[src/madc_pkg.sv]
// ----------------------------------------------------------------------------
// madc_pkg - motor ADC conditioner shared definitions
// Widths, register indexes and reset values used across the block.
// ----------------------------------------------------------------------------
`default_nettype none

package madc_pkg;

    localparam int ADC_BITS_DEF = 12;

    localparam int CFG_IDX_W  = 3;
    localparam int CFG_DATA_W = 16;

    localparam int CUR_W  = 21;
    localparam int TEMP_W = 15;
    localparam int VOUT_W = 20;

    // configuration register indexes
    localparam logic [CFG_IDX_W-1:0] REG_OFFSET_GAIN   = 3'd0;
    localparam logic [CFG_IDX_W-1:0] REG_MIX_GAIN      = 3'd1;
    localparam logic [CFG_IDX_W-1:0] REG_VBUS_GAIN     = 3'd2;
    localparam logic [CFG_IDX_W-1:0] REG_CURRENT_SCALE = 3'd3;
    localparam logic [CFG_IDX_W-1:0] REG_VBUS_SCALE    = 3'd4;
    localparam logic [CFG_IDX_W-1:0] REG_TEMP_CAL      = 3'd5;
    localparam logic [CFG_IDX_W-1:0] REG_SWAP_BC       = 3'd6;

    // reset values
    localparam logic [15:0] RST_OFFSET_GAIN   = 16'd16;
    localparam logic [15:0] RST_MIX_GAIN      = 16'd39322;
    localparam logic [15:0] RST_VBUS_GAIN     = 16'd3197;
    localparam logic [15:0] RST_CURRENT_SCALE = 16'd256;
    localparam logic [15:0] RST_VBUS_SCALE    = 16'd256;
    localparam logic [11:0] RST_TEMP_CAL      = 12'd2048;
    localparam logic [35:0] RST_VBUS_ACC      = 36'd12000 << 16;

    typedef logic signed [CUR_W-1:0] t_current;

endpackage

`default_nettype wire

[src/madc_if.sv]
// ----------------------------------------------------------------------------
// madc interfaces - valid/ready channels of the conditioner
// Sample input, measurement output and register write channels.
// ----------------------------------------------------------------------------
`default_nettype none

interface madc_in_if #(
    parameter int ADC_BITS = madc_pkg::ADC_BITS_DEF
);
    logic                valid;
    logic                ready;
    logic [ADC_BITS-1:0] offset_sample_a;
    logic [ADC_BITS-1:0] offset_sample_b;
    logic [ADC_BITS-1:0] offset_sample_c;
    logic [ADC_BITS-1:0] current_sample_a;
    logic [ADC_BITS-1:0] current_sample_b;
    logic [ADC_BITS-1:0] current_sample_c;
    logic [ADC_BITS-1:0] temp_sample;
    logic [ADC_BITS-1:0] vbus_sample;

    modport source (
        output valid, offset_sample_a, offset_sample_b, offset_sample_c,
        output current_sample_a, current_sample_b, current_sample_c,
        output temp_sample, vbus_sample,
        input  ready
    );
    modport sink (
        input  valid, offset_sample_a, offset_sample_b, offset_sample_c,
        input  current_sample_a, current_sample_b, current_sample_c,
        input  temp_sample, vbus_sample,
        output ready
    );
endinterface

interface madc_out_if;
    logic                               valid;
    logic                               ready;
    logic signed [madc_pkg::CUR_W-1:0]  current_a;
    logic signed [madc_pkg::CUR_W-1:0]  current_b;
    logic signed [madc_pkg::CUR_W-1:0]  current_c;
    logic signed [madc_pkg::TEMP_W-1:0] die_temp;
    logic [madc_pkg::VOUT_W-1:0]        bus_voltage;

    modport source (
        output valid, current_a, current_b, current_c, die_temp, bus_voltage,
        input  ready
    );
    modport sink (
        input  valid, current_a, current_b, current_c, die_temp, bus_voltage,
        output ready
    );
endinterface

interface madc_cfg_if;
    logic                            valid;
    logic                            ready;
    logic [madc_pkg::CFG_IDX_W-1:0]  index;
    logic [madc_pkg::CFG_DATA_W-1:0] data;

    modport source (output valid, index, data, input ready);
    modport sink (input valid, index, data, output ready);
endinterface

`default_nettype wire

[src/motor_adc_measurement_conditioner.sv]
// ----------------------------------------------------------------------------
// motor_adc_measurement_conditioner - shunt current and sensor conditioning
// Offset tracking, common-mode rejection, die temperature and bus filter.
// ----------------------------------------------------------------------------
// Sample sets are taken only in idle, so a new set waits until the last one's
// result is registered; nine products run one after the other on a single
// shift-add multiplier taking one multiplier bit per cycle.
// Temperature divide runs alongside on a bit-serial restoring divider.
// Reset (synchronous): registers to defaults, offsets cleared, bus filter 12 V.
`default_nettype none

module motor_adc_measurement_conditioner #(
    parameter int ADC_BITS = madc_pkg::ADC_BITS_DEF
) (
    input  wire   i_clk,
    input  wire   i_rst_n,
    madc_in_if.sink    i_in,
    madc_out_if.source o_out,
    madc_cfg_if.sink   i_cfg
);
    import madc_pkg::*;

    localparam int W  = ADC_BITS;
    localparam int MW = (W + 21 > 37) ? W + 21 : 37;
    localparam int PW = MW + 16;
    localparam int NW = W + 16;
    localparam int DCW = $clog2(NW + 1);

    localparam logic [2:0] ST_IDLE  = 3'd0;
    localparam logic [2:0] ST_LOAD  = 3'd1;
    localparam logic [2:0] ST_RUN   = 3'd2;
    localparam logic [2:0] ST_STORE = 3'd3;
    localparam logic [2:0] ST_DONE  = 3'd4;

    localparam logic [3:0] OP_OFF_A = 4'd0;
    localparam logic [3:0] OP_OFF_B = 4'd1;
    localparam logic [3:0] OP_OFF_C = 4'd2;
    localparam logic [3:0] OP_MIX   = 4'd3;
    localparam logic [3:0] OP_CUR_A = 4'd4;
    localparam logic [3:0] OP_CUR_B = 4'd5;
    localparam logic [3:0] OP_CUR_C = 4'd6;
    localparam logic [3:0] OP_VTGT  = 4'd7;
    localparam logic [3:0] OP_VFILT = 4'd8;

    localparam logic signed [PW-1:0] CUR_HI = PW'(1048575);
    localparam logic signed [PW-1:0] CUR_LO = -PW'(1048576);
    localparam logic signed [PW-1:0] RND24  = PW'(8388608);

    // configuration
    logic [15:0] r_offset_gain, r_mix_gain, r_vbus_gain;
    logic [15:0] r_current_scale, r_vbus_scale;
    logic [11:0] r_temp_cal;
    logic        r_swap_bc;

    // state
    logic [W+15:0] r_off_a, r_off_b, r_off_c;
    logic [35:0]   r_vacc;

    // captured samples
    logic [W-1:0] r_s_off_a, r_s_off_b, r_s_off_c;
    logic [W-1:0] r_s_cur_a, r_s_cur_b, r_s_cur_c;
    logic [W-1:0] r_s_vbus;

    // sequencer and multiplier
    logic [2:0]           r_state;
    logic [3:0]           r_op;
    logic [3:0]           r_cnt;
    logic signed [PW-1:0] r_mcand;
    logic [15:0]          r_mplier;
    logic signed [PW-1:0] r_prod;

    // intermediates
    logic signed [W+19:0] r_kfl;
    t_current             r_cur_a, r_cur_b, r_cur_c;
    logic [35:0]          r_target;

    // divider
    logic            r_div_busy;
    logic [DCW-1:0]  r_dcnt;
    logic [NW-1:0]   r_dnum;
    logic [19:0]     r_drem;
    logic [18:0]     r_den;

    // output register
    logic                     r_out_valid;
    t_current                 r_o_cur_a, r_o_cur_b, r_o_cur_c;
    logic signed [TEMP_W-1:0] r_o_temp;
    logic [VOUT_W-1:0]        r_o_vbus;

    logic in_acc;
    assign in_acc      = i_in.valid && i_in.ready;
    assign i_in.ready  = (r_state == ST_IDLE);
    assign i_cfg.ready = 1'b1;

    // ---------------- datapath operands ----------------
    logic signed [W+16:0] w_odiff_a, w_odiff_b, w_odiff_c;
    logic signed [W+16:0] w_ix_a, w_ix_b, w_ix_c;
    logic signed [W+18:0] w_sum;
    logic signed [W+20:0] w_m_a, w_m_b, w_m_c;
    logic signed [36:0]   w_vdiff;
    logic signed [MW-1:0] w_mcand;
    logic [15:0]          w_mplier;

    assign w_odiff_a = $signed({1'b0, r_s_off_a, 16'h0}) - $signed({1'b0, r_off_a});
    assign w_odiff_b = $signed({1'b0, r_s_off_b, 16'h0}) - $signed({1'b0, r_off_b});
    assign w_odiff_c = $signed({1'b0, r_s_off_c, 16'h0}) - $signed({1'b0, r_off_c});
    assign w_ix_a    = $signed({1'b0, r_s_cur_a, 16'h0}) - $signed({1'b0, r_off_a});
    assign w_ix_b    = $signed({1'b0, r_s_cur_b, 16'h0}) - $signed({1'b0, r_off_b});
    assign w_ix_c    = $signed({1'b0, r_s_cur_c, 16'h0}) - $signed({1'b0, r_off_c});
    assign w_sum     = (W+19)'(w_ix_a) + (W+19)'(w_ix_b) + (W+19)'(w_ix_c);
    // m = i_x - ceil(k*S / 2^16), r_kfl holds the negated ceiling
    assign w_m_a     = (W+21)'(w_ix_a) + (W+21)'(r_kfl);
    assign w_m_b     = (W+21)'(w_ix_b) + (W+21)'(r_kfl);
    assign w_m_c     = (W+21)'(w_ix_c) + (W+21)'(r_kfl);
    assign w_vdiff   = $signed({1'b0, r_target}) - $signed({1'b0, r_vacc});

    always_comb begin
        w_mcand  = '0;
        w_mplier = '0;
        unique case (r_op)
            OP_OFF_A: begin w_mcand = MW'(w_odiff_a); w_mplier = r_offset_gain; end
            OP_OFF_B: begin w_mcand = MW'(w_odiff_b); w_mplier = r_offset_gain; end
            OP_OFF_C: begin w_mcand = MW'(w_odiff_c); w_mplier = r_offset_gain; end
            OP_MIX:   begin w_mcand = MW'(w_sum);     w_mplier = r_mix_gain;    end
            OP_CUR_A: begin w_mcand = MW'(w_m_a);     w_mplier = r_current_scale; end
            OP_CUR_B: begin w_mcand = MW'(w_m_b);     w_mplier = r_current_scale; end
            OP_CUR_C: begin w_mcand = MW'(w_m_c);     w_mplier = r_current_scale; end
            OP_VTGT:  begin
                w_mcand  = MW'($signed({1'b0, r_s_vbus}));
                w_mplier = r_vbus_scale;
            end
            OP_VFILT: begin w_mcand = MW'(w_vdiff);   w_mplier = r_vbus_gain;   end
            default:  begin w_mcand = '0;             w_mplier = '0;            end
        endcase
    end

    // ---------------- product post-processing ----------------
    logic signed [PW-1:0] w_sh16, w_nk, w_rnd, w_csh;
    t_current             w_csat;
    logic [35:0]          w_tgt;

    assign w_sh16 = r_prod >>> 16;
    assign w_nk   = (-r_prod) >>> 16;
    assign w_rnd  = r_prod + RND24;
    assign w_csh  = w_rnd >>> 24;

    always_comb begin
        if (w_csh > CUR_HI) begin
            w_csat = CUR_HI[CUR_W-1:0];
        end else if (w_csh < CUR_LO) begin
            w_csat = CUR_LO[CUR_W-1:0];
        end else begin
            w_csat = w_csh[CUR_W-1:0];
        end
    end

    // target in Q.16 is product times 256, capped at 36 bits
    always_comb begin
        if (|r_prod[PW-1:28]) begin
            w_tgt = '1;
        end else begin
            w_tgt = {r_prod[27:0], 8'h0};
        end
    end

    // ---------------- temperature ----------------
    logic [NW-1:0] w_tnum;
    logic [18:0]   w_den;
    logic [19:0]   w_rsh, w_rsub;
    logic          w_ge;
    logic signed [TEMP_W-1:0] w_temp;

    assign w_tnum = NW'(300) * (NW'(i_in.temp_sample) * NW'(100) + NW'(12288));
    assign w_den  = 19'(r_temp_cal) * 19'd100 + 19'd12288;
    assign w_rsh  = {r_drem[18:0], r_dnum[NW-1]};
    assign w_ge   = (w_rsh >= {1'b0, r_den});
    assign w_rsub = w_rsh - {1'b0, r_den};

    always_comb begin
        if (r_dnum > NW'(16656)) begin
            w_temp = TEMP_W'(16383);
        end else begin
            w_temp = $signed(TEMP_W'(r_dnum) - TEMP_W'(273));
        end
    end

    logic [36:0] w_vround;
    logic [VOUT_W-1:0] w_vout;
    assign w_vround = {1'b0, r_vacc} + 37'd32768;
    assign w_vout   = w_vround[36] ? '1 : w_vround[35:16];

    logic out_free;
    assign out_free = !r_out_valid || o_out.ready;

    // ---------------- control ----------------
    always_ff @(posedge i_clk) begin
        if (!i_rst_n) begin
            r_offset_gain   <= RST_OFFSET_GAIN;
            r_mix_gain      <= RST_MIX_GAIN;
            r_vbus_gain     <= RST_VBUS_GAIN;
            r_current_scale <= RST_CURRENT_SCALE;
            r_vbus_scale    <= RST_VBUS_SCALE;
            r_temp_cal      <= RST_TEMP_CAL;
            r_swap_bc       <= 1'b0;
            r_off_a         <= '0;
            r_off_b         <= '0;
            r_off_c         <= '0;
            r_vacc          <= RST_VBUS_ACC;
            r_state         <= ST_IDLE;
            r_op            <= OP_OFF_A;
            r_cnt           <= '0;
            r_div_busy      <= 1'b0;
            r_dcnt          <= '0;
            r_out_valid     <= 1'b0;
        end else begin
            if (i_cfg.valid) begin
                unique case (i_cfg.index)
                    REG_OFFSET_GAIN:   r_offset_gain   <= i_cfg.data;
                    REG_MIX_GAIN:      r_mix_gain      <= i_cfg.data;
                    REG_VBUS_GAIN:     r_vbus_gain     <= i_cfg.data;
                    REG_CURRENT_SCALE: r_current_scale <= i_cfg.data;
                    REG_VBUS_SCALE:    r_vbus_scale    <= i_cfg.data;
                    REG_TEMP_CAL:      r_temp_cal      <= i_cfg.data[11:0];
                    REG_SWAP_BC:       r_swap_bc       <= i_cfg.data[0];
                    default: ;
                endcase
            end

            if (r_out_valid && o_out.ready) begin
                r_out_valid <= 1'b0;
            end

            if (in_acc) begin
                r_div_busy <= 1'b1;
                r_dcnt     <= '0;
            end else if (r_div_busy) begin
                r_dcnt <= r_dcnt + 1'b1;
                if (r_dcnt == DCW'(NW - 1)) begin
                    r_div_busy <= 1'b0;
                end
            end

            unique case (r_state)
                ST_IDLE: begin
                    if (in_acc) begin
                        r_op    <= OP_OFF_A;
                        r_state <= ST_LOAD;
                    end
                end
                ST_LOAD: begin
                    r_cnt   <= '0;
                    r_state <= ST_RUN;
                end
                ST_RUN: begin
                    r_cnt <= r_cnt + 1'b1;
                    if (r_cnt == 4'd15) begin
                        r_state <= ST_STORE;
                    end
                end
                ST_STORE: begin
                    case (r_op)
                        OP_OFF_A: r_off_a <= r_off_a + w_sh16[W+15:0];
                        OP_OFF_B: r_off_b <= r_off_b + w_sh16[W+15:0];
                        OP_OFF_C: r_off_c <= r_off_c + w_sh16[W+15:0];
                        OP_VFILT: r_vacc  <= r_vacc + w_sh16[35:0];
                        default: ;
                    endcase
                    if (r_op == OP_VFILT) begin
                        r_state <= ST_DONE;
                    end else begin
                        r_op    <= r_op + 1'b1;
                        r_state <= ST_LOAD;
                    end
                end
                ST_DONE: begin
                    if (!r_div_busy && out_free) begin
                        r_out_valid <= 1'b1;
                        r_state     <= ST_IDLE;
                    end
                end
                default: r_state <= ST_IDLE;
            endcase
        end
    end

    // ---------------- payload registers ----------------
    always_ff @(posedge i_clk) begin
        if (in_acc) begin
            r_s_off_a <= i_in.offset_sample_a;
            r_s_off_b <= i_in.offset_sample_b;
            r_s_off_c <= i_in.offset_sample_c;
            r_s_cur_a <= i_in.current_sample_a;
            r_s_cur_b <= i_in.current_sample_b;
            r_s_cur_c <= i_in.current_sample_c;
            r_s_vbus  <= i_in.vbus_sample;
            r_dnum    <= w_tnum;
            r_drem    <= '0;
            r_den     <= w_den;
        end else if (r_div_busy) begin
            r_dnum <= {r_dnum[NW-2:0], w_ge};
            r_drem <= w_ge ? w_rsub : w_rsh;
        end

        if (r_state == ST_LOAD) begin
            r_mcand  <= PW'(w_mcand);
            r_mplier <= w_mplier;
            r_prod   <= '0;
        end else if (r_state == ST_RUN) begin
            if (r_mplier[0]) begin
                r_prod <= r_prod + r_mcand;
            end
            r_mcand  <= r_mcand <<< 1;
            r_mplier <= r_mplier >> 1;
        end

        if (r_state == ST_STORE) begin
            case (r_op)
                OP_MIX:   r_kfl    <= w_nk[W+19:0];
                OP_CUR_A: r_cur_a  <= w_csat;
                OP_CUR_B: r_cur_b  <= w_csat;
                OP_CUR_C: r_cur_c  <= w_csat;
                OP_VTGT:  r_target <= w_tgt;
                default: ;
            endcase
        end

        if (r_state == ST_DONE && !r_div_busy && out_free) begin
            r_o_cur_a <= r_cur_a;
            r_o_cur_b <= r_swap_bc ? r_cur_c : r_cur_b;
            r_o_cur_c <= r_swap_bc ? r_cur_b : r_cur_c;
            r_o_temp  <= w_temp;
            r_o_vbus  <= w_vout;
        end
    end

    assign o_out.valid       = r_out_valid;
    assign o_out.current_a   = r_o_cur_a;
    assign o_out.current_b   = r_o_cur_b;
    assign o_out.current_c   = r_o_cur_c;
    assign o_out.die_temp    = r_o_temp;
    assign o_out.bus_voltage = r_o_vbus;

    // ---------------- assertions ----------------
    a_idle_div: assert property (@(posedge i_clk) disable iff (!i_rst_n)
        (r_state == ST_IDLE) |-> !r_div_busy)
        else $error("divider still busy while idle");

    a_accept_load: assert property (@(posedge i_clk) disable iff (!i_rst_n)
        in_acc |=> (r_state == ST_LOAD && r_op == OP_OFF_A))
        else $error("transaction did not start the sequence");

    a_done_out: assert property (@(posedge i_clk) disable iff (!i_rst_n)
        (r_state == ST_DONE && !r_div_busy && out_free) |=>
        (r_out_valid && r_state == ST_IDLE))
        else $error("result not presented on completion");

    a_run_op: assert property (@(posedge i_clk) disable iff (!i_rst_n)
        (r_state == ST_RUN) |-> (r_op <= OP_VFILT))
        else $error("operation counter out of range");

endmodule

`default_nettype wire
[src/flat_wrapper.sv]
// flat-port wrapper written by rule: the top's interface ports become plain ports
module motor_adc_measurement_conditioner_flat import madc_pkg::*;
#(
    parameter int ADC_BITS = madc_pkg::ADC_BITS_DEF
)
  (i_clk, i_rst_n, i_in_valid, i_in_offset_sample_a, i_in_offset_sample_b, i_in_offset_sample_c, i_in_current_sample_a, i_in_current_sample_b, i_in_current_sample_c, i_in_temp_sample, i_in_vbus_sample, i_in_ready, o_out_valid, o_out_current_a, o_out_current_b, o_out_current_c, o_out_die_temp, o_out_bus_voltage, o_out_ready, i_cfg_valid, i_cfg_index, i_cfg_data, i_cfg_ready);
  madc_in_if #(.ADC_BITS(ADC_BITS)) i_in_i ();
  madc_out_if o_out_i ();
  madc_cfg_if i_cfg_i ();
  input  wire i_clk;
  input  wire i_rst_n;
  input wire logic [$bits(i_in_i.valid)-1:0] i_in_valid;
  input wire logic [$bits(i_in_i.offset_sample_a)-1:0] i_in_offset_sample_a;
  input wire logic [$bits(i_in_i.offset_sample_b)-1:0] i_in_offset_sample_b;
  input wire logic [$bits(i_in_i.offset_sample_c)-1:0] i_in_offset_sample_c;
  input wire logic [$bits(i_in_i.current_sample_a)-1:0] i_in_current_sample_a;
  input wire logic [$bits(i_in_i.current_sample_b)-1:0] i_in_current_sample_b;
  input wire logic [$bits(i_in_i.current_sample_c)-1:0] i_in_current_sample_c;
  input wire logic [$bits(i_in_i.temp_sample)-1:0] i_in_temp_sample;
  input wire logic [$bits(i_in_i.vbus_sample)-1:0] i_in_vbus_sample;
  output wire logic [$bits(i_in_i.ready)-1:0] i_in_ready;
  output wire logic [$bits(o_out_i.valid)-1:0] o_out_valid;
  output wire logic [$bits(o_out_i.current_a)-1:0] o_out_current_a;
  output wire logic [$bits(o_out_i.current_b)-1:0] o_out_current_b;
  output wire logic [$bits(o_out_i.current_c)-1:0] o_out_current_c;
  output wire logic [$bits(o_out_i.die_temp)-1:0] o_out_die_temp;
  output wire logic [$bits(o_out_i.bus_voltage)-1:0] o_out_bus_voltage;
  input wire logic [$bits(o_out_i.ready)-1:0] o_out_ready;
  input wire logic [$bits(i_cfg_i.valid)-1:0] i_cfg_valid;
  input wire logic [$bits(i_cfg_i.index)-1:0] i_cfg_index;
  input wire logic [$bits(i_cfg_i.data)-1:0] i_cfg_data;
  output wire logic [$bits(i_cfg_i.ready)-1:0] i_cfg_ready;
  assign i_in_i.valid = i_in_valid;
  assign i_in_i.offset_sample_a = i_in_offset_sample_a;
  assign i_in_i.offset_sample_b = i_in_offset_sample_b;
  assign i_in_i.offset_sample_c = i_in_offset_sample_c;
  assign i_in_i.current_sample_a = i_in_current_sample_a;
  assign i_in_i.current_sample_b = i_in_current_sample_b;
  assign i_in_i.current_sample_c = i_in_current_sample_c;
  assign i_in_i.temp_sample = i_in_temp_sample;
  assign i_in_i.vbus_sample = i_in_vbus_sample;
  assign i_in_ready = i_in_i.ready;
  assign o_out_valid = o_out_i.valid;
  assign o_out_current_a = o_out_i.current_a;
  assign o_out_current_b = o_out_i.current_b;
  assign o_out_current_c = o_out_i.current_c;
  assign o_out_die_temp = o_out_i.die_temp;
  assign o_out_bus_voltage = o_out_i.bus_voltage;
  assign o_out_i.ready = o_out_ready;
  assign i_cfg_i.valid = i_cfg_valid;
  assign i_cfg_i.index = i_cfg_index;
  assign i_cfg_i.data = i_cfg_data;
  assign i_cfg_ready = i_cfg_i.ready;
  motor_adc_measurement_conditioner #(.ADC_BITS(ADC_BITS)) u_core (.i_clk(i_clk), .i_rst_n(i_rst_n), .i_in(i_in_i), .o_out(o_out_i), .i_cfg(i_cfg_i));
endmodule
[config.mk]
export PLATFORM = sky130hd
export DESIGN_NAME = motor_adc_measurement_conditioner_flat
export DESIGN_NICKNAME = d
export VERILOG_FILES = /design/src/madc_pkg.sv /design/src/madc_if.sv /design/src/motor_adc_measurement_conditioner.sv /design/src/flat_wrapper.sv
export SDC_FILE = /design/constraint.sdc
export NUM_CORES = 2
export LEC_CHECK = 0
export BUFFER_PORTS_ARGS = -buffer_cell sky130_fd_sc_hd__buf_2
export CORE_ASPECT_RATIO = 1.25
export CORE_UTILIZATION = 40
export DETAILED_ROUTE_END_ITERATION = 8
export GPL_ROUTABILITY_DRIVEN = 0
export PLACE_DENSITY = 0.63
export SYNTH_ARGS = -nofsm -noshare
export SYNTH_HDL_FRONTEND = slang
export SYNTH_SLANG_ARGS = --single-unit
[constraint.sdc]
create_clock -name i_clk -period 17.85 [get_ports i_clk]
set_clock_uncertainty 0.15 [all_clocks]
set_input_delay 3.57 -clock i_clk [delete_from_list [all_inputs] [get_ports i_clk]]
set_output_delay 3.57 -clock i_clk [all_outputs]
set_load 0.05 [all_outputs]
==> reports/results.ini <==
[worst_setup_path]
timing_worst_setup_path_type=in2reg
critical_path.reg2reg.endpoint=u_core.r_mcand[29]
worst_path_max_delay_cell=sky130_fd_sc_hd__fa_1
cp.arrival_ns=11.13
critPathMaxFanout=5
cpPeakStageDelay_ns=0.55
setup.worst_path.end_class=flop
timing.rr.start=u_core.r_off_b[0]
startpoint_type=input pin
worstRegToRegCells=24
worst-r2r-setup-slack_ns=10.83
crit_required_ns=18.13
cpMostUsedCell=sky130_fd_sc_hd__ha_1

[global_routing]
grt_first_pass_wirelength_um=269000
antenna_found_initial=0
globalRoute.totalOverflow=0
grt_use_total=0.243
first_global_vias=47228
largest_net_degree_at_the_start_of_global_routing=104

[detailed_routing]
num_vias=48717
routedWlPerCell_um=20.9
drt_first_pass_iters=8
wirelength_routed_um=176000
drc=0
viasPerCell=5.79
drt_first_iter_violations=3642
drt.antenna.violating_nets=0

[clock_tree]
numCtsBuffers=80
cts_setup_buffers=0
worst_skew_pair.late_latency_ns=0.72
holdBufCountCts=0
cts_root_buffer=sky130_fd_sc_hd__clkbuf_16
cts_sinks=723
path_clk_slew_ns=0.06
ctsLongestPathBuffers=3
postCtsResizedCells=0
tritoncts=built
htree_num_levels=3

[floorplanning]
die_w_um=338
design.core.area_sq_um=139000
design.portCount=221
die_y_um=421
placement_rows=153
die_area_sq_um=142000
floorplan.initialDensity=0.404

[sta]
timing.final.setup_violations=0
rsz0062_at_grt=false
tightest_slew_ns=1.16
slew_viol_final=0
period_needed_ns=10.85
max_fclk_mhz=92.2
fin_tns_setup_ns=0
worst_slew_margin_rel=0.228
final_critical_path_setup_slack_ns=7.00
hold_viol=0
worst_hold_margin_ns=0.266
timing.final.crit_share=0.608

[min_path]
worstHoldEndpoint=u_core.o_out.current_a[1]
min_delay_path_depth=0
timing.hold.worst.class=reg2reg
min_delay_src=u_core.r_cur_a[1]

[layout]
drive_gt1_frac=0.0884
final_design_area_no_fill_sq_um=62100
filler_cell_count=13582
post_layout_nonfiller_instances=8421
flow.area_growth_from_synthesis_pct=10.4
nNetsFinal=7273

[place]
post-place-cells=8272
placed_area_sq_um=59500
hpwlAfterDp_um=135000
port-buffer-count=219
post-place-ws_ns=6.29

[synth]
top_cell_type_by_total_area_after_synthesis=sky130_fd_sc_hd__edfxtp_1
synthesis.area_per_instance_sq_um=8.86
synth_flop_cell=sky130_fd_sc_hd__edfxtp_1
synthMostInstantiatedCell=sky130_fd_sc_hd__nand2_1
post_syn_nets=7130
yosys_warnings=0
fraction_of_synthesis_flops_using_an_asynchronous_set_or_reset_pin=0
synth_enable_flop_cells=418
synth_common_cells=769 x sky130_fd_sc_hd__nand2_1, 580 x sky130_fd_sc_hd__ha_1, 450 x sky130_fd_sc_hd__a21oi_1
synth_seq_area_share=0.331
netlist.area_leader.share=0.223
area_of_the_mapped_netlist_sq_um=56300
postSynthCellCount=6351
yosysUniqueCellTypes=100
synth-seq-cells=723
cells_taking_the_most_area_after_synthesis=sky130_fd_sc_hd__edfxtp_1 22%, sky130_fd_sc_hd__ha_1 13%, sky130_fd_sc_hd__dfxtp_1 11%, sky130_fd_sc_hd__nand2_1 5.1%, sky130_fd_sc_hd__xnor2_1 4.3%

[flow_run]
max_cap_viol_count=0

[power_and_ir_drop]
power_leakage_nw=26.0
peakVddDrop_uv=184
power_density_nw_per_um2=135

[status]
status=complete, no violations

-- flip-flops by register name, summed over array words and instances, names as in the netlist, 28 cells and up --
register / flops
u_core.r_prod: 53
u_core.r_off_b: 28
u_core.r_dnum: 28
u_core.r_off_a: 28
u_core.r_off_c: 28
u_core.r_kfl: 32
u_core.r_vacc: 36
u_core.r_target: 29
u_core.r_mcand: 53
-- layout make-up --
class	count	area [sq um]	area share
inverters	340	1280	0.0206
clock buffers	100	2150	0.0345
flip-flops and latches	723	18700	0.300
repair buffers	300	1720	0.0277
diodes	1	2.50	0.0000403
clock inverters	48	527	0.00848
multi-input cells	5049	35500	0.571
well taps	1860	2330	0.0374
-- worst max-delay path: cells and delay by family --
family / cells / cell delay (ns)
buffers and inverters: 5 / 0.63
AOI/OAI and AO/OA: 10 / 2.73
xor gates and xnor gates: 2 / 0.33
adders and majority gates: 10 / 3.48
and+or+nand+nor: 2 / 0.37
-- worst max-delay path by stage --
| stage | slack [ns] | start | endpoint | cells past startpoint |
|---|---|---|---|---|
| floorplan | 6.72 | o_out_ready | u_core.o_out.bus_voltage[0] | 2 |
| global placement | 6.35 | i_in_temp_sample[2] | u_core.r_dnum[27] | 29 |
| detailed placement | 6.29 | i_in_temp_sample[2] | u_core.r_dnum[27] | 29 |
| CTS | 7.02 | i_in_temp_sample[2] | u_core.r_dnum[27] | 29 |
| global route | 6.57 | i_in_temp_sample[2] | u_core.r_dnum[27] | 29 |
| finish | 7.00 | i_in_temp_sample[2] | u_core.r_dnum[27] | 29 |
-- cells in the final DEF, fill, tap and decap left out, types with 118 or more instances in the layout --
cell type / instances
sky130_fd_sc_hd__a21oi_1: 450
sky130_fd_sc_hd__nor2_1: 326
sky130_fd_sc_hd__xnor2_1: 278
sky130_fd_sc_hd__xor2_1: 219
sky130_fd_sc_hd__nand3_1: 202
sky130_fd_sc_hd__nand2_1: 767
sky130_fd_sc_hd__edfxtp_1: 418
sky130_fd_sc_hd__nor3_1: 118
sky130_fd_sc_hd__ha_1: 580
sky130_fd_sc_hd__dfxtp_1: 303
sky130_fd_sc_hd__buf_2: 218
sky130_fd_sc_hd__a21o_1: 219
sky130_fd_sc_hd__inv_1: 339
sky130_fd_sc_hd__o21ai_0: 393
-- routing by layer --
| layer | GRT usage | wire, um | up-vias |
|---|---|---|---|
| met1 | 0.302 | 73500 | 23129 |
| met2 | 0.407 | 82400 | 1668 |
| li1 | - | - | 23489 |
| met3 | 0.0313 | 10500 | 431 |
| met5 | 0 | 0 | - |
| met4 | 0.128 | 9850 | 0 |
-- through the flow --
| stage | util | total power (W) |
|---|---|---|
| after floorplan | - | 0.00555 |
| after detailed placement | 0.427 | 0.00665 |
| final | 0.446 | 0.00840 |
| after CTS | 0.446 | 0.00842 |
| after global routing | 0.446 | 0.00908 |
| after global placement | 0.427 | 0.00658 |
-- power by group --
part           switching, W  internal [W]
sequential         0.000142       0.00203
clock              0.000756      0.000970
combinational       0.00268       0.00182
total               0.00358       0.00482
-- logic make-up (layout without fill, tap and decap cells) --
kind of cell | count (synthesis) | count (layout) | share of synthesized area
compound gates | 1824 | 1824 | 0.211
mux | 78 | 78 | 0.0149
flops | 723 | 723 | 0.331
other cells | 1 | 2 | 0.0000666
fa+ha+maj | 659 | 659 | 0.157
buf+inv | 579 | 788 | 0.0392
xor+xnor | 497 | 497 | 0.0773
simple gates | 1990 | 1990 | 0.169
No activity file was read; power rests on OpenSTA's default activity.
